===== src/rtl/core/fsp_pkg.sv =====
// Shared types, constants and helpers of the fixed-size packet framer and batcher.
package fsp_pkg;

   localparam int PAYLOAD_BYTES = 1006;
   localparam int HEADER_BYTES  = 18;
   localparam int PACKET_BYTES  = PAYLOAD_BYTES + HEADER_BYTES;

   localparam int POS_W      = $clog2(PAYLOAD_BYTES + 1);
   localparam int HDR_IDX_W  = $clog2(HEADER_BYTES + 1);
   localparam int BATCH_MAX  = 1024;
   localparam int CNT_W      = 10;
   localparam int LIMIT_W    = 11;
   localparam int CSR_DATA_W = 48;
   localparam int CSR_IDX_W  = 2;

   localparam int QUEUE_DEPTH = 4;
   localparam int QPTR_W      = $clog2(QUEUE_DEPTH);

   localparam logic [7:0] SYNC_HI = 8'hEB;
   localparam logic [7:0] SYNC_LO = 8'h90;

   localparam logic [47:0]        DEST_RESET     = 48'h000000102005;
   localparam logic [47:0]        SOURCE_RESET   = 48'h000000000002;
   localparam logic [15:0]        PRIORITY_RESET = 16'h0001;
   localparam logic [LIMIT_W-1:0] BATCH_RESET    = LIMIT_W'(BATCH_MAX);

   typedef enum logic [1:0] {
      KIND_DATA  = 2'd0,
      KIND_PAD   = 2'd1,
      KIND_CLEAR = 2'd2,
      KIND_NONE  = 2'd3
   } kind_type;

   typedef enum logic [CSR_IDX_W-1:0] {
      CSR_DEST     = 2'd0,
      CSR_SOURCE   = 2'd1,
      CSR_PRIORITY = 2'd2,
      CSR_BATCH    = 2'd3
   } csr_index_type;

   typedef struct packed {
      logic [1:0] kind;
      logic [7:0] payload_byte;
   } req_type;

   typedef struct packed {
      logic [7:0] stream_byte;
      logic       packet_end;
      logic       batch_end;
      logic       run_last;
   } rsp_type;

   typedef struct packed {
      logic [47:0]        dest_address;
      logic [47:0]        source_address;
      logic [15:0]        priority_field;
      logic [LIMIT_W-1:0] batch_packets;
   } cfg_type;

   // One queued request for the back end: optional header, then one byte.
   typedef struct packed {
      logic       hdr;
      logic [7:0] data;
      logic       pend;
      logic       bend;
   } cmd_type;

   typedef struct packed {
      logic full;
      logic empty;
   } q_status_type;

   function automatic logic [LIMIT_W-1:0] batch_limit(input logic [LIMIT_W-1:0] b);
      logic [LIMIT_W-1:0] lim;
      if (b == '0) begin
         lim = LIMIT_W'(1);
      end else if (b > LIMIT_W'(BATCH_MAX)) begin
         lim = LIMIT_W'(BATCH_MAX);
      end else begin
         lim = b;
      end
      return lim;
   endfunction

   function automatic logic [7:0] header_byte(input logic [HDR_IDX_W-1:0] idx,
                                              input cfg_type cfg);
      logic [HEADER_BYTES-1:0][7:0] hdr;
      logic [HDR_IDX_W-1:0]         rev;
      hdr = {SYNC_HI, SYNC_LO, 16'(PACKET_BYTES), cfg.dest_address,
             cfg.source_address, cfg.priority_field};
      rev = HDR_IDX_W'(HEADER_BYTES - 1) - idx;
      return hdr[rev];
   endfunction

endpackage


===== src/rtl/core/fixed_size_packet_framer_batcher.sv =====
// Top level of the fixed-size packet framer and batcher.
//
// Requests (req_*) carry a kind and a payload byte. A payload byte opens a
// packet if none is open; then the 18-byte header (sync, length, destination,
// source, priority) goes out ahead of it. Pad adds a zero byte only inside an
// open packet; clear drops the open packet and zeroes the batch count.
// Responses (rsp_*) are one framed byte each, with packet end, batch end and
// a flag on the last byte caused by a request.
// User writes registers via csr_we/csr_index/csr_wdata only while idle; unchecked.
// Throughput: one request per cycle while the queue has room; a packet-opening
// request holds the output for its header and payload byte, every other byte
// alone. The output register and the header sequencer set this rate; a
// four-entry command queue lets requests keep arriving while a header drains.
// A response passes the command queue and then the output register.
// Reset: no packet open, batch count zero, registers at defaults, queue empty.
// When the receiver stalls, the output holds, the queue fills, then req_ready
// drops until room frees up.
module fixed_size_packet_framer_batcher
   import fsp_pkg::*;
(
   input  logic                  clock,
   input  logic                  reset,
   input  logic                  req_valid,
   output logic                  req_ready,
   input  req_type               req_data,
   output logic                  rsp_valid,
   input  logic                  rsp_ready,
   output rsp_type               rsp_data,
   input  logic                  csr_we,
   input  logic [CSR_IDX_W-1:0]  csr_index,
   input  logic [CSR_DATA_W-1:0] csr_wdata
);

   cfg_type      cfg_ff, cfg_in;
   cmd_type      cmd;
   cmd_type      head;
   q_status_type q_status;
   logic         push;
   logic         pop;

   always_comb begin
      cfg_in = cfg_ff;
      if (csr_we) begin
         unique case (csr_index_type'(csr_index))
            CSR_DEST:     cfg_in.dest_address   = csr_wdata;
            CSR_SOURCE:   cfg_in.source_address = csr_wdata;
            CSR_PRIORITY: cfg_in.priority_field = csr_wdata[15:0];
            CSR_BATCH:    cfg_in.batch_packets  = csr_wdata[LIMIT_W-1:0];
            default:      cfg_in = cfg_ff;
         endcase
      end
   end

   always_ff @(posedge clock) begin
      if (reset) begin
         cfg_ff.dest_address   <= DEST_RESET;
         cfg_ff.source_address <= SOURCE_RESET;
         cfg_ff.priority_field <= PRIORITY_RESET;
         cfg_ff.batch_packets  <= BATCH_RESET;
      end else begin
         cfg_ff <= cfg_in;
      end
   end

   fsp_front u_front (
      .clock     (clock),
      .reset     (reset),
      .req_valid (req_valid),
      .req_ready (req_ready),
      .req_data  (req_data),
      .cfg       (cfg_ff),
      .q_status  (q_status),
      .push      (push),
      .cmd       (cmd)
   );

   fsp_queue u_queue (
      .clock    (clock),
      .reset    (reset),
      .push     (push),
      .push_cmd (cmd),
      .pop      (pop),
      .head     (head),
      .q_status (q_status)
   );

   fsp_back u_back (
      .clock     (clock),
      .reset     (reset),
      .cfg       (cfg_ff),
      .head      (head),
      .q_status  (q_status),
      .pop       (pop),
      .rsp_valid (rsp_valid),
      .rsp_ready (rsp_ready),
      .rsp_data  (rsp_data)
   );

endmodule


===== src/rtl/core/fsp_front.sv =====
// Front end: accepts requests, tracks packet and batch position, issues commands.
module fsp_front
   import fsp_pkg::*;
(
   input  logic         clock,
   input  logic         reset,
   input  logic         req_valid,
   output logic         req_ready,
   input  req_type      req_data,
   input  cfg_type      cfg,
   input  q_status_type q_status,
   output logic         push,
   output cmd_type      cmd
);

   logic [POS_W-1:0]   pos_ff, pos_in;
   logic [CNT_W-1:0]   cnt_ff, cnt_in;
   logic [POS_W-1:0]   pos_inc;
   logic [LIMIT_W-1:0] cnt_inc;
   logic               accept;
   logic               emit;
   kind_type           kind;

   assign req_ready = !q_status.full;
   assign accept    = req_valid && req_ready;
   assign kind      = kind_type'(req_data.kind);
   assign pos_inc   = pos_ff + POS_W'(1);
   assign cnt_inc   = {1'b0, cnt_ff} + LIMIT_W'(1);

   always_comb begin
      emit     = 1'b0;
      pos_in   = pos_ff;
      cnt_in   = cnt_ff;
      cmd.hdr  = (pos_ff == '0);
      cmd.data = (kind == KIND_DATA) ? req_data.payload_byte : 8'h00;
      cmd.pend = 1'b0;
      cmd.bend = 1'b0;
      if (accept) begin
         unique case (kind)
            KIND_DATA:  emit = 1'b1;
            KIND_PAD:   emit = (pos_ff != '0);
            KIND_CLEAR: begin
               pos_in = '0;
               cnt_in = '0;
            end
            KIND_NONE:  emit = 1'b0;
            default:    emit = 1'b0;
         endcase
      end
      if (emit) begin
         if (pos_inc >= POS_W'(PAYLOAD_BYTES)) begin
            cmd.pend = 1'b1;
            pos_in   = '0;
            if (cnt_inc >= batch_limit(cfg.batch_packets)) begin
               cmd.bend = 1'b1;
               cnt_in   = '0;
            end else begin
               cnt_in = CNT_W'(cnt_inc);
            end
         end else begin
            pos_in = pos_inc;
         end
      end
   end

   assign push = emit;

   always_ff @(posedge clock) begin
      if (reset) begin
         pos_ff <= '0;
         cnt_ff <= '0;
      end else begin
         pos_ff <= pos_in;
         cnt_ff <= cnt_in;
      end
   end

endmodule


===== src/rtl/core/fsp_queue.sv =====
// Short command queue between front and back end.
module fsp_queue
   import fsp_pkg::*;
(
   input  logic         clock,
   input  logic         reset,
   input  logic         push,
   input  cmd_type      push_cmd,
   input  logic         pop,
   output cmd_type      head,
   output q_status_type q_status
);

   cmd_type             mem_ff [QUEUE_DEPTH];
   logic [QPTR_W-1:0]   wr_ptr_ff, wr_ptr_in;
   logic [QPTR_W-1:0]   rd_ptr_ff, rd_ptr_in;
   logic [QPTR_W:0]     count_ff, count_in;
   logic                do_push;
   logic                do_pop;

   assign q_status.full  = (count_ff == (QPTR_W + 1)'(QUEUE_DEPTH));
   assign q_status.empty = (count_ff == '0);
   assign do_push        = push && !q_status.full;
   assign do_pop         = pop && !q_status.empty;
   assign head           = mem_ff[rd_ptr_ff];

   always_comb begin
      wr_ptr_in = do_push ? wr_ptr_ff + QPTR_W'(1) : wr_ptr_ff;
      rd_ptr_in = do_pop  ? rd_ptr_ff + QPTR_W'(1) : rd_ptr_ff;
      count_in  = count_ff;
      if (do_push && !do_pop) begin
         count_in = count_ff + (QPTR_W + 1)'(1);
      end else if (do_pop && !do_push) begin
         count_in = count_ff - (QPTR_W + 1)'(1);
      end
   end

   always_ff @(posedge clock) begin
      if (reset) begin
         wr_ptr_ff <= '0;
         rd_ptr_ff <= '0;
         count_ff  <= '0;
      end else begin
         wr_ptr_ff <= wr_ptr_in;
         rd_ptr_ff <= rd_ptr_in;
         count_ff  <= count_in;
      end
   end

   always_ff @(posedge clock) begin
      if (do_push) begin
         mem_ff[wr_ptr_ff] <= push_cmd;
      end
   end

endmodule


===== src/rtl/core/fsp_back.sv =====
// Back end: expands commands into header and payload bytes, output register.
module fsp_back
   import fsp_pkg::*;
(
   input  logic         clock,
   input  logic         reset,
   input  cfg_type      cfg,
   input  cmd_type      head,
   input  q_status_type q_status,
   output logic         pop,
   output logic         rsp_valid,
   input  logic         rsp_ready,
   output rsp_type      rsp_data
);

   logic [HDR_IDX_W-1:0] idx_ff, idx_in;
   logic                 valid_ff, valid_in;
   rsp_type              data_ff, data_in;
   logic                 load;
   logic                 in_header;

   assign load      = !valid_ff || rsp_ready;
   assign in_header = head.hdr && (idx_ff < HDR_IDX_W'(HEADER_BYTES));

   always_comb begin
      pop      = 1'b0;
      idx_in   = idx_ff;
      valid_in = valid_ff;
      data_in  = data_ff;
      if (load) begin
         valid_in = !q_status.empty;
         if (!q_status.empty) begin
            if (in_header) begin
               data_in.stream_byte = header_byte(idx_ff, cfg);
               data_in.packet_end  = 1'b0;
               data_in.batch_end   = 1'b0;
               data_in.run_last    = 1'b0;
               idx_in              = idx_ff + HDR_IDX_W'(1);
            end else begin
               data_in.stream_byte = head.data;
               data_in.packet_end  = head.pend;
               data_in.batch_end   = head.bend;
               data_in.run_last    = 1'b1;
               idx_in              = '0;
               pop                 = 1'b1;
            end
         end
      end
   end

   always_ff @(posedge clock) begin
      if (reset) begin
         idx_ff   <= '0;
         valid_ff <= 1'b0;
      end else begin
         idx_ff   <= idx_in;
         valid_ff <= valid_in;
      end
   end

   always_ff @(posedge clock) begin
      data_ff <= data_in;
   end

   assign rsp_valid = valid_ff;
   assign rsp_data  = data_ff;

endmodule


===== config.mk =====
export PLATFORM = sky130hd
export DESIGN_NAME = fixed_size_packet_framer_batcher
export DESIGN_NICKNAME = d
export VERILOG_FILES = /design/src/rtl/core/fsp_pkg.sv /design/src/rtl/core/fixed_size_packet_framer_batcher.sv /design/src/rtl/core/fsp_front.sv /design/src/rtl/core/fsp_queue.sv /design/src/rtl/core/fsp_back.sv
export SDC_FILE = /design/constraint.sdc
export NUM_CORES = 1
export LEC_CHECK = 0
export ABC_AREA = 0
export BUFFER_PORTS_ARGS = -buffer_cell sky130_fd_sc_hd__buf_4
export CAP_MARGIN = 20
export CORE_ASPECT_RATIO = 0.75
export CORE_MARGIN = 3
export CORE_UTILIZATION = 41
export CTS_BUF_LIST = sky130_fd_sc_hd__clkbuf_8
export DETAILED_ROUTE_END_ITERATION = 8
export SLEW_MARGIN = 20
export SYNTH_ARGS = -nofsm -noshare
export SYNTH_HDL_FRONTEND = slang
export SYNTH_SLANG_ARGS = --single-unit

===== constraint.sdc =====
create_clock -name clock -period 3.2 [get_ports clock]
set_input_delay 0.32 -clock clock [delete_from_list [all_inputs] [get_ports clock]]
set_output_delay 0.32 -clock clock [all_outputs]
set_load 0.01 [all_outputs]

After elaboration in Yosys (flattened, before gate mapping)
Memory sizes are Yosys's and may differ from the RTL's. A register that Yosys moved wholly into a read port is not among the register bits.
Cells that the tools add are included.
{ "totals": {"ramBits": 44, "memories": 1, "out_inout_bits": 13, "regBits": 167, "word_cells": 95} }
{ "classes": {"n_mux": 32, "n_eq_ne": 6, "bitwise_logic": 1, "n_reduce_logical": 27, "order_cmp": 5, "add_sub_neg": 8} }
{ "memory_table": {"columns": ["memory", "depth", "word_bits", "rd", "rd_clocked_by_memory_dff", "wr", "line", "rtl"], "rows": [
  ["u_queue.mem_ff", 4, 11, 1, 1, 1, "fsp_queue.sv:14", "cmd_type mem_ff [QUEUE_DEPTH];"]
]} }
{ "op_table": {"columns": ["cell", "n"], "rows": [
  ["$mux W10", 9],
  ["$mux W11", 5],
  ["$bmux W8 S5", 1],
  ["$mux W8", 2],
  ["$reduce_and A2 Y1", 6],
  ["$add A10 B1 Y11 const B", 1],
  ["$ge A11 B11 Y1", 1],
  ["$gt A11 B11 Y1 const B", 1],
  ["$logic_not A11 Y1", 1],
  ["$add A10 B1 Y10 const B", 1],
  ["$ge A10 B10 Y1 const B", 1],
  ["$logic_not A10 Y1", 1],
  ["$reduce_bool A10 Y1", 1],
  ["$mux W2", 4],
  ["$mux W1", 7],
  ["$eq A2 B2 Y1 const B", 3],
  ["$logic_and A1 B1 Y1", 6],
  ["$lt A5 B6 Y1 const B", 1],
  ["$mux W3", 2],
  ["$reduce_bool A2 Y1", 3],
  ["$add A5 B1 Y5 const B", 1],
  ["$logic_not A1 Y1", 5],
  ["$lt A5 B5 Y1 const B", 1],
  ["$mux W5", 1],
  ["other kinds (11)", 14]
]} }

Depth between registers and ports, before layout
Gate-level depths: netlist of run 1.
{ "logic_depth": {"depth_word": 9, "ltp_mapped": 15} }

By module
From an unflattened synthesis of run 1, not the netlist that was laid out.
{ "hier_totals": {"cells_unflattened": 986, "hier_area_um2": 10747.8} }
{ "by_module_without_submodules": {"columns": ["mod", "cells_each", "n_inst", "area_each_um2"], "rows": [
  ["fixed_size_packet_framer_batcher", 462, 1, 5066.1],
  ["fsp_queue", 105, 1, 2055.7],
  ["fsp_back", 183, 1, 1905.6],
  ["fsp_front", 236, 1, 1720.4]
]} }

Worst setup path before layout of run 1
OpenSTA, ideal clock, no wires.
{ "synth_timing": {"path_kind": "register to register", "startpoint": "register u_back.idx_ff[1]", "endpoint": "register u_queue.count_ff[2]", "t_required_ps": 3130, "synth_period_minus_slack_ps": 2985, "arrival_ps": 2915, "stages_incl_launch_ff": 16, "setup_slack_ps": 215, "cell_sequence": "dfxtp_1 -> buf_6 -> buf_2 -> buf_2 -> inv_1 -> ha_1 -> nand2b_1 -> a21boi_1 -> nor2_1 -> inv_1 -> ha_1 -> inv_1 -> fa_1 -> xor2_1 -> or3_1 -> a21oi_1"} }
{ "synth_via": {"elab_chain_len": 9, "word_cells_on_any_way": 11, "classes_between": "1 x order compare; 4 x mux; 6 x reduce/logical"} }
{ "synth_rtl": {"columns": ["item", "line", "rtl"], "rows": [
  ["start, declared", "fsp_back.sv:16", "logic [HDR_IDX_W-1:0] idx_ff, idx_in;"],
  ["start signal, assigned", "fsp_back.sv:56", "idx_ff <= idx_in;"],
  ["$lt A5 B5 Y1 (*)", "fsp_back.sv:23", "assign in_header = head.hdr && (idx_ff < HDR_IDX_W'(HEADER_BYTES));"],
  ["$logic_and A1 B1 Y1 (*)", "fsp_back.sv:23", null],
  ["$mux W1 (*)", "fsp_back.sv:33", "if (in_header) begin"],
  ["$mux W1 (*)", "fsp_back.sv:32", "if (!q_status.empty) begin"],
  ["$mux W1 (*)", "fsp_back.sv:30", "if (load) begin"],
  ["$logic_and A1 B1 Y1 (*)", "fsp_queue.sv:24", "assign do_pop = pop && !q_status.empty;"],
  ["$logic_not A1 Y1", "fsp_queue.sv:31", "if (do_push && !do_pop) begin"],
  ["$logic_and A1 B1 Y1", "fsp_queue.sv:31", null],
  ["$mux W3 or $reduce_bool A2 Y1 (tied branches)", null, null],
  ["end signal, assigned", "fsp_queue.sv:46", "count_ff <= count_in;"],
  ["end, declared", "fsp_queue.sv:17", "logic [QPTR_W:0] count_ff, count_in;"]
]} }
Mark *: on every way between the ends. The rest lies on a longest branch, timed or not.
A chain may end at the register's enable or synchronous reset.

Final worst setup path of run 1
{ "layout_timing": {"startpoint": "register u_front.cnt_ff[0]", "endpoint": "register u_front.cnt_ff[7]"} }
{ "layout_via": {"elab_chain_len": 5} }
{ "layout_rtl": {"columns": ["item", "line", "rtl"], "rows": [
  ["start, declared", "fsp_front.sv:17", "logic [CNT_W-1:0] cnt_ff, cnt_in;"],
  ["start signal, assigned", "fsp_front.sv:74", "cnt_ff <= cnt_in;"],
  ["$add A10 B1 Y11 (*)", "fsp_front.sv:28", "assign cnt_inc = {1'b0, cnt_ff} + LIMIT_W'(1);"],
  ["$ge A11 B11 Y1", "fsp_front.sv:54", "if (cnt_inc >= batch_limit(cfg.batch_packets)) begin"],
  ["$mux W10 (*)", "fsp_front.sv:54", null],
  ["$mux W10 (*)", "fsp_front.sv:51", "if (pos_inc >= POS_W'(PAYLOAD_BYTES)) begin"],
  ["$mux W10 (*)", "fsp_front.sv:50", "if (emit) begin"]
]} }
Marks and branches as above.

==> flow_metrics.env, run 1 <==
export IMPL_holdBufCountCts=0
export IMPL_dieArea_mm2=0.0260
export IMPL_synthDistinctLibCells=73
export IMPL_initial_core_util=0.423
export IMPL_dr_total_vias=7673
export IMPL_antenna_found_initial=0
export IMPL_synth_top_cells_by_area="dfxtp_1 (32%), edfxtp_1 (17%), nand2_1 (11%)"
export IMPL_insertedDiodeCount=0
export IMPL_syn2layout_area_growth_pct=15.6
export IMPL_grt_overflow_total=0
export IMPL_nFillCells=2225
export IMPL_row_count=48
export IMPL_hold_class="input pin to register"
export IMPL_clock_insertion_delay_worst_skew_ns=0.53
export IMPL_syn_avg_cell_area_um2=9.40
export IMPL_timing_critical_path_slowest_cell_delay_ns=0.41
export IMPL_number_of_global_route_vias_before_repair=7431
export IMPL_internal_power_uw=4900
export IMPL_average_routed_wire_per_standard_cell_um=17.0
export IMPL_clk_pin_slew_worst_paths_ns=0.07
export IMPL_post_route_worst_setup_slack_ns=0.301
export IMPL_worstMarginPinSlew_ns=1.04
export IMPL_timing_final_crit_period_ns=2.90
export IMPL_arrival_ns=3.33
export IMPL_first_iter_violations=508
export IMPL_p_clk_frac=0.349
export IMPL_worstSetupPathType="register to register"
export IMPL_rsz0062_at_grt="false"
export IMPL_yosysWarnings=0
export IMPL_multi_input_area_mm2=0.00466
export IMPL_floorplan_io_pins=78
export IMPL_cts_sinks=213
export IMPL_pwr_density_mw_per_mm2=606
export IMPL_fmax_mhz=345
export IMPL_fin_tns_setup_ns=0
export IMPL_syn_area_mm2=0.00986
export IMPL_critical_path_rt_ns=3.63
export IMPL_synth_seq_cells=213
export IMPL_pre_cts_ws_ns=0.342
export IMPL_cpMaxStageDelayCell="dfxtp_1"
export IMPL_final_hold_viol_count=0
export IMPL_layout_core_utilization=0.489
export IMPL_number_of_buffers_created_by_cts=35
export IMPL_critical_path_most_common_cell="nand3_1"
export IMPL_routed_via_density=5.34
export IMPL_postCtsSetupRepairBufs=0
export IMPL_chipWidth_um=185
export IMPL_netSwitchingPower_uw=2000
export IMPL_cap_viol_max_count=0
export IMPL_outcome="finished clean"
export IMPL_comb_pwr_share=0.197
export IMPL_synth_edf_count=55
export IMPL_detail_route_wirelength_mm=24.5
export IMPL_route_detailed_drc=0
export IMPL_grt_pass1_wl_mm=40.1
export IMPL_ctsRootBufferMaster="clkbuf_8"
export IMPL_drtAntennaViolNets=0
export IMPL_global_route_usage_total=0.191
export IMPL_dpl_hpwl_mm=16.5
export IMPL_end_kind="register"
export IMPL_power_uw=6900
export IMPL_timing_final_max_slew_violations=0
export IMPL_startpoint_class_of_the_critical_path="register"
export IMPL_max_clock_path_buffers=3
export IMPL_gpl_final_weighted_congestion=0.836
export IMPL_highest_count_cells_in_the_layout_ignoring_fill_and_taps="nand2_1 (295), dfxtp_1 (156), a21oi_1 (138)"
export IMPL_ctsHtreeMaxLevel=2
export IMPL_yosysTopAreaCellShare=0.321
export IMPL_worstPathCellList="ha_1, nand3_1, nor2_1, xnor2_1, ha_1, a21oi_1, nand3_1, a221oi_1, o21a_1, nand3_1, o221ai_1"
export IMPL_worst_clock_skew_ns=0.0197
export IMPL_slew_headroom=0.307
export IMPL_asyncSetResetFlopFracSynth=0
export IMPL_regArea_mm2=0.00482
export IMPL_fin_crit_sh=0.906
export IMPL_ir_worst_vdd_mv=0.312
export IMPL_netlist_instances=1048
export IMPL_layout_commonest_cell="nand2_1"
export IMPL_final_setup_viol_count=0
export IMPL_critical_path_max_fanout=6
export IMPL_firstDrtPassIters=4
export IMPL_synthesis_nets=1140
export IMPL_die_y_um=140
export IMPL_ctsResizeCount=0
export IMPL_netSwitchingFraction=0.290
export IMPL_tritoncts="done"
export IMPL_number_of_buffers_added_on_ports=77
export IMPL_power_frac_seq=0.453
export IMPL_synth_top_flop_cell="dfxtp_1"
export IMPL_static_leakage_power_uw=0.00410
export IMPL_drive_above_1_share=0.189
export IMPL_coreArea_mm2=0.0233
export IMPL_yosysTopAreaCell="dfxtp_1"
export IMPL_largest_net_degree_at_the_start_of_global_routing=73
export IMPL_proportion_of_synthesized_chip_area_in_sequential_cells=0.489
export IMPL_finish_net_count=1205
## sequential cells by signal, indices dropped and copies added (netlist names), named ones only
register	flops
u_back.rsp_valid	1
u_back.rsp_data	11
u_queue.wr_ptr_ff	2
u_back.idx_ff	5
u_front.cnt_ff	10
u_queue.mem_ff	44
u_queue.count_ff	3
u_queue.rd_ptr_ff	2
u_front.pos_ff	10
cfg_ff	123
## area by class of cell
cell class | instances | area share
tap | 300 | 0.0329
clock inverter | 18 | 0.00977
inverter | 24 | 0.00791
clock buffer | 43 | 0.0519
multi-input combinational | 743 | 0.409
timing repair buffer | 96 | 0.0655
sequential | 213 | 0.423
## critical path, delay by kind of cell (launching register included)
family | cells | cell delay [ns]
adders and majority gates | 2 | 0.52
and+or+nand+nor | 4 | 0.77
AOI/OAI and AO/OA | 4 | 0.96
DFF | 1 | 0.41
xor gates and xnor gates | 1 | 0.17
## cell families (layout without fill, tap and decap cells)
kind of cell    after synthesis  after routing  share of synthesized area
compound gates              206            206                      0.123
flops                       213            213                      0.489
xor+xnor                     15             15                     0.0141
buf+inv                      92            181                     0.0397
mux                          49             49                     0.0970
fa+ha+maj                    27             27                     0.0350
simple gates                446            446                      0.203
## routing by layer
layer,GRT usage,share of wire
met1,0.305,0.51
met2,0.262,0.41
met3,0.0400,0.065
met4,0.0466,0.017
met5,0,0
## Yosys cell counts, types with 3 or more instances
library cell / instances
nand2_1: 295
dfxtp_1: 158
a21oi_1: 138
edfxtp_1: 55
clkbuf_1: 44
nor2_1: 42
mux4_2: 37
ha_1: 26
inv_1: 22
nand3_1: 17
buf_2: 15
nor3_1: 15
o21ai_0: 15
and2_1: 13
a211oi_1: 11
nand4_1: 11
mux2i_1: 10
nand3b_1: 10
xnor2_1: 9
nor2b_1: 8
o221ai_1: 6
nor4_1: 5
or2_2: 5
xor2_1: 5
a211o_1: 3
a31oi_1: 3
and3_1: 3
buf_1: 3
buf_4: 3
o21a_1: 3
o21ai_1: 3
or3_1: 3
## metrics by stage
stage	hold WS [ns]	instance area, µm²	std cells
2_1_floorplan	0.432	9860	1048
3_3_place_gp	0.439	10700	1375
3_5_place_dp	0.444	10700	1375
4_1_cts	0.0103	11400	1436
5_1_grt	0.0280	11400	1437
6_report	0.0439	11400	1437
## path summary, 6_finish.rpt
path	start	end	slack, ns	depth (start not counted)
max reg2reg	u_front.cnt_ff[0]	u_front.cnt_ff[7]	0.30	11
min	csr_wdata[44]	cfg_ff[71]	0.04	3
min reg2reg	cfg_ff[13]	cfg_ff[13]	0.45	2
max	u_front.cnt_ff[0]	u_front.cnt_ff[7]	0.30	11
## power by group through the flow
stage	registers (µW)	clock network [µW]	logic (µW)
floorplan	3170	0	876
global placement	3190	0	1350
detailed placement	3190	0	1370
CTS	3130	2490	1380
global route	3150	2610	1510
finish	3130	2410	1360
Note: power is estimated with default switching activity, not from simulation.
==> run 2: changes to the inputs <==
--- a/config.mk
+++ b/config.mk
@@ -11,7 +11,6 @@
 export CORE_ASPECT_RATIO = 0.75
 export CORE_MARGIN = 3
 export CORE_UTILIZATION = 41
-export CTS_BUF_LIST = sky130_fd_sc_hd__clkbuf_8
 export DETAILED_ROUTE_END_ITERATION = 8
 export SLEW_MARGIN = 20
 export SYNTH_ARGS = -nofsm -noshare
==> flow_metrics.env, run 2 (same netlist as run 1, synthesis figures left out) <==
export IMPL_startpoint_class_of_the_critical_path="register"
export IMPL_grt_pass1_wl_mm=40.0
export IMPL_timing_critical_path_to="u_front.cnt_ff[3]"
export IMPL_number_of_buffers_created_by_cts=23
export IMPL_ctsResizeCount=0
export IMPL_registers_top_by_ff_count="cfg_ff"
export IMPL_internal_power_uw=5150
export IMPL_static_leakage_power_uw=0.00405
export IMPL_initial_core_util=0.423
export IMPL_fin_crit_sh=0.909
export IMPL_coreArea_mm2=0.0233
export IMPL_crit_reg2reg_capture="u_front.cnt_ff[3]"
export IMPL_critical_path_max_fanout=6
export IMPL_insertedDiodeCount=0
export IMPL_netSwitchingPower_uw=1950
export IMPL_ctsHtreeMaxLevel=1
export IMPL_r2r_setup_slack_ns=0.29
export IMPL_worstMarginPinSlew_ns=1.10
export IMPL_row_count=48
export IMPL_tritoncts="done"
export IMPL_ff2ff_path_depth=11
export IMPL_largest_net_degree_at_the_start_of_global_routing=73
export IMPL_power_uw=7100
export IMPL_average_routed_wire_per_standard_cell_um=17.3
export IMPL_critical_path_rt_ns=3.62
export IMPL_arrival_ns=3.33
export IMPL_rsz0062_at_grt="false"
export IMPL_cap_viol_max_count=0
export IMPL_highest_count_cells_in_the_layout_ignoring_fill_and_taps="nand2_1 (295), dfxtp_1 (156), a21oi_1 (138)"
export IMPL_worst_clock_skew_ns=0.0167
export IMPL_dieArea_mm2=0.0260
export IMPL_number_of_buffers_added_on_ports=77
export IMPL_slew_headroom=0.269
export IMPL_layout_core_utilization=0.489
export IMPL_grt_overflow_total=0
export IMPL_outcome="finished clean"
export IMPL_holdBufCountCts=0
export IMPL_drtAntennaViolNets=0
export IMPL_dr_total_vias=7620
export IMPL_hold_class="input pin to register"
export IMPL_comb_pwr_share=0.192
export IMPL_first_iter_violations=526
export IMPL_pwr_density_mw_per_mm2=623
export IMPL_die_y_um=140
export IMPL_timing_final_max_slew_violations=0
export IMPL_layout_commonest_cell="nand2_1"
export IMPL_fin_tns_setup_ns=0
export IMPL_drive_above_1_share=0.172
export IMPL_holdWs_ns=0.0536
export IMPL_worstSetupPathType="register to register"
export IMPL_timing_final_crit_period_ns=2.91
export IMPL_fmax_mhz=344
export IMPL_final_setup_viol_count=0
export IMPL_critical_path_reg2reg_startpoint="u_front.cnt_ff[0]"
export IMPL_finish_net_count=1192
export IMPL_pre_cts_ws_ns=0.342
export IMPL_final_hold_viol_count=0
export IMPL_routed_via_density=5.39
export IMPL_dpl_hpwl_mm=16.5
export IMPL_route_detailed_drc=0
export IMPL_detail_route_wirelength_mm=24.5
export IMPL_max_clock_path_buffers=3
export IMPL_postCtsSetupRepairBufs=0
export IMPL_firstDrtPassIters=5
export IMPL_flip_flop_count_of_the_largest_register_after_layout=123
export IMPL_power_frac_seq=0.441
export IMPL_worstSetupStartpoint="u_front.cnt_ff[0]"
export IMPL_netSwitchingFraction=0.275
export IMPL_clock_insertion_delay_worst_skew_ns=0.51
export IMPL_ir_worst_vdd_mv=0.377
export IMPL_gpl_final_weighted_congestion=0.836
export IMPL_global_route_usage_total=0.190
export IMPL_number_of_global_route_vias_before_repair=7359
export IMPL_chipWidth_um=185
export IMPL_post_route_worst_setup_slack_ns=0.290
export IMPL_ctsRootBufferMaster="clkbuf_16"
export IMPL_end_kind="register"
export IMPL_cts_sinks=213
export IMPL_syn2layout_area_growth_pct=15.6
export IMPL_floorplan_io_pins=78
export IMPL_clk_pin_slew_worst_paths_ns=0.06
export IMPL_p_clk_frac=0.368
export IMPL_antenna_found_initial=0
-- run 2: how the worst min path moves through the flow --
| stage | from | to | slack [ns] | cells past startpoint |
|---|---|---|---|---|
| final | csr_wdata[13] | cfg_ff[88] | 0.05 | 3 |
| after global routing | csr_wdata[26] | cfg_ff[53] | 0.06 | 3 |
| after CTS | csr_wdata[13] | cfg_ff[88] | 0.04 | 3 |
| after detailed placement | cfg_ff[27] | cfg_ff[27] | 0.44 | 2 |
| after global placement | cfg_ff[90] | cfg_ff[90] | 0.44 | 2 |
| after floorplan | cfg_ff[77] | cfg_ff[77] | 0.43 | 2 |
-- run 2: per-stage QoR --
step | instances | area, µm²
floorplan | 1048 | 9860
global placement | 1375 | 10700
detailed placement | 1375 | 10700
CTS | 1414 | 11400
global route | 1414 | 11400
finish | 1414 | 11400
-- run 2: final cells by class --
cell class,count,area [µm²]
multi-input combinational,743,4660
inverter,24,90.1
tap,300,375
sequential,213,4820
timing repair buffer,95,726
clock inverter,7,86.3
clock buffer,32,639
fill,2217,11900
-- run 2: per-layer routing --
layer | share of wire | wire length, µm | GRT usage
met5 | 0 | 0 | 0
met4 | 0.018 | 436 | 0.0363
met3 | 0.057 | 1390 | 0.0293
met2 | 0.41 | 10100 | 0.267
met1 | 0.51 | 12600 | 0.307
-- run 2: critical path, cell delays in order, from the launching register on --
cell	delay (ns)
dfxtp_1	0.41
ha_1	0.22
nand3_1	0.22
nor2_1	0.23
xnor2_1	0.17
ha_1	0.30
a21oi_1	0.16
nand3_1	0.09
a221oi_1	0.35
o21a_1	0.21
nand3_1	0.23
o221ai_1	0.24
-- run 2: power groups by stage --
stage               clock network, µW  logic [µW]  registers [µW]
floorplan                           0         876            3170
global placement                    0        1350            3190
detailed placement                  0        1370            3190
CTS                              2660        1380            3130
global route                     2770        1510            3150
finish                           2610        1360            3130
==> run 3: changes to the inputs <==
--- a/config.mk
+++ b/config.mk
@@ -6,12 +6,13 @@
 export NUM_CORES = 1
 export LEC_CHECK = 0
 export ABC_AREA = 0
-export BUFFER_PORTS_ARGS = -buffer_cell sky130_fd_sc_hd__buf_4
 export CAP_MARGIN = 20
 export CORE_ASPECT_RATIO = 0.75
 export CORE_MARGIN = 3
 export CORE_UTILIZATION = 41
 export DETAILED_ROUTE_END_ITERATION = 8
+export DONT_BUFFER_PORTS = 1
+export PLACE_DENSITY = 0.64
 export SLEW_MARGIN = 20
 export SYNTH_ARGS = -nofsm -noshare
 export SYNTH_HDL_FRONTEND = slang
==> flow_metrics.env, run 3 (same netlist as run 1, synthesis figures left out) <==
export IMPL_outcome="finished clean"
export IMPL_cap_viol_max_count=0
export IMPL_nFillCells=2182
export IMPL_cts_sinks=213
export IMPL_ctsRootBufferMaster="clkbuf_16"
export IMPL_netSwitchingPower_uw=1920
export IMPL_holdBufCountCts=50
export IMPL_routed_via_density=5.42
export IMPL_number_of_global_route_vias_before_repair=7361
export IMPL_route_detailed_drc=0
export IMPL_worst_clock_skew_ns=0.0135
export IMPL_grt_overflow_total=0
export IMPL_r2r_setup_slack_ns=0.34
export IMPL_clk_pin_slew_worst_paths_ns=0.06
export IMPL_registers_top_by_ff_count="cfg_ff"
export IMPL_hold_class="input pin to register"
export IMPL_timing_final_max_slew_violations=0
export IMPL_largest_net_degree_at_the_start_of_global_routing=142
export IMPL_ir_worst_vdd_mv=0.414
export IMPL_regArea_mm2=0.00482
export IMPL_multi_input_area_mm2=0.00466
export IMPL_grt_pass1_wl_mm=39.4
export IMPL_number_of_buffers_created_by_cts=23
export IMPL_startpoint_class_of_the_critical_path="register"
export IMPL_drive_above_1_share=0.110
export IMPL_highest_count_cells_in_the_layout_ignoring_fill_and_taps="nand2_1 (295), dfxtp_1 (156), a21oi_1 (138)"
export IMPL_critical_path_max_fanout=6
export IMPL_syn2layout_area_growth_pct=15.3
export IMPL_antenna_found_initial=4
export IMPL_dieArea_mm2=0.0260
export IMPL_comb_pwr_share=0.169
export IMPL_chipWidth_um=185
export IMPL_floorplan_io_pins=78
export IMPL_worstMarginPinSlew_ns=1.00
export IMPL_max_clock_path_buffers=3
export IMPL_arrival_ns=3.28
export IMPL_internal_power_uw=5130
export IMPL_flip_flop_count_of_the_largest_register_after_layout=123
export IMPL_clock_insertion_delay_worst_skew_ns=0.50
export IMPL_dr_total_vias=7531
export IMPL_fin_tns_setup_ns=0
export IMPL_critical_path_rt_ns=3.62
export IMPL_timing_final_crit_period_ns=2.86
export IMPL_holdPathStages=2
export IMPL_netSwitchingFraction=0.272
export IMPL_global_route_usage_total=0.186
export IMPL_tritoncts="done"
export IMPL_number_of_buffers_added_on_ports=0
export IMPL_postCtsSetupRepairBufs=0
export IMPL_power_frac_seq=0.450
export IMPL_p_clk_frac=0.381
export IMPL_layout_core_utilization=0.488
export IMPL_ff2ff_path_depth=11
export IMPL_worstSetupPathType="register to register"
export IMPL_layout_commonest_cell="nand2_1"
export IMPL_die_y_um=140
export IMPL_first_iter_violations=591
export IMPL_detail_route_wirelength_mm=24.2
export IMPL_critical_path_reg2reg_startpoint="u_front.cnt_ff[0]"
export IMPL_ctsHtreeMaxLevel=1
export IMPL_min_delay_worst_endpoint="cfg_ff[57]"
export IMPL_initial_core_util=0.423
export IMPL_worst_min_path_start="csr_wdata[30]"
export IMPL_finish_net_count=1165
export IMPL_dpl_hpwl_mm=16.2
export IMPL_drtAntennaViolNets=0
export IMPL_pwr_density_mw_per_mm2=620
export IMPL_rsz0062_at_grt="false"
export IMPL_ctsResizeCount=0
export IMPL_final_setup_viol_count=0
export IMPL_power_uw=7050
export IMPL_firstDrtPassIters=5
export IMPL_final_hold_viol_count=0
export IMPL_crit_reg2reg_capture="u_front.cnt_ff[8]"
export IMPL_slew_headroom=0.334
export IMPL_average_routed_wire_per_standard_cell_um=17.4
export IMPL_stdcell_area_mm2=0.0114
export IMPL_static_leakage_power_uw=0.00392
export IMPL_coreArea_mm2=0.0233
export IMPL_dpl_instance_area_mm2=0.0101
export IMPL_end_kind="register"
export IMPL_row_count=48
export IMPL_gpl_final_weighted_congestion=0.820
export IMPL_fmax_mhz=350
export IMPL_fin_crit_sh=0.893
## run 3: cell count changes in the layout (fill, tap and decap cells not counted), moves of 2 or more
cell           delta
clkinv_4          +2
diode_2           +3
buf_4            -76
clkinv_2          +2
clkbuf_1          -3
dlygate4sd3_1    +49
## run 3: power by group through the flow
stage	clock network (µW)	logic, µW	registers (µW)
6_report	2690	1190	3170
5_1_grt	2840	1320	3190
4_1_cts	2740	1200	3170
3_5_place_dp	0	1080	3230
3_3_place_gp	0	1070	3230
2_1_floorplan	0	876	3170
## run 3: worst max-delay path, cell delays in order, from the launching register on
cell      delay [ns]
dfxtp_1         0.41
ha_1            0.22
nand3_1         0.21
nor2_1          0.22
xnor2_1         0.16
ha_1            0.30
a21oi_1         0.15
nand3_1         0.09
a221oi_1        0.31
o21a_1          0.20
nand3_1         0.23
o221ai_1        0.27
## run 3: layer usage
| metal | vias up | part of all wire | track usage |
|---|---|---|---|
| met2 | 183 | 0.42 | 0.264 |
| li1 | 3708 | - | - |
| met3 | 33 | 0.068 | 0.0460 |
| met5 | - | 0.0011 | 0 |
| met1 | 3603 | 0.50 | 0.290 |
| met4 | 4 | 0.016 | 0.0328 |
## run 3: layout make-up
class / count / area share
Multi-Input combinational cell: 743 / 0.410
Clock inverter: 10 / 0.0116
Timing Repair Buffer: 68 / 0.0575
Inverter: 24 / 0.00793
Sequential cell: 213 / 0.424
Antenna cell: 3 / 0.000660
Clock buffer: 29 / 0.0553
Tap cell: 300 / 0.0330
## run 3: worst max path at each step
stage	start	to	slack, ns	cells after the start
4_1_cts	u_front.cnt_ff[0]	u_front.cnt_ff[8]	0.27	11
5_1_grt	u_front.cnt_ff[0]	u_front.cnt_ff[4]	0.03	11
2_1_floorplan	u_back.idx_ff[1]	u_queue.count_ff[2]	0.21	15
3_5_place_dp	u_front.cnt_ff[0]	u_front.cnt_ff[8]	0.32	11
6_report	u_front.cnt_ff[0]	u_front.cnt_ff[8]	0.34	11
3_3_place_gp	u_front.cnt_ff[0]	u_front.cnt_ff[8]	0.43	11
## run 3: through the flow
| stage | worst slack [ns] | std cells | hold WS, ns |
|---|---|---|---|
| floorplan | 0.215 | 1048 | 0.432 |
| detailed placement | 0.317 | 1298 | 0.408 |
| CTS | 0.275 | 1387 | 0.00636 |
| finish | 0.342 | 1390 | 0.0232 |
| global placement | 0.429 | 1298 | 0.408 |
| global route | 0.0350 | 1389 | 0.0210 |
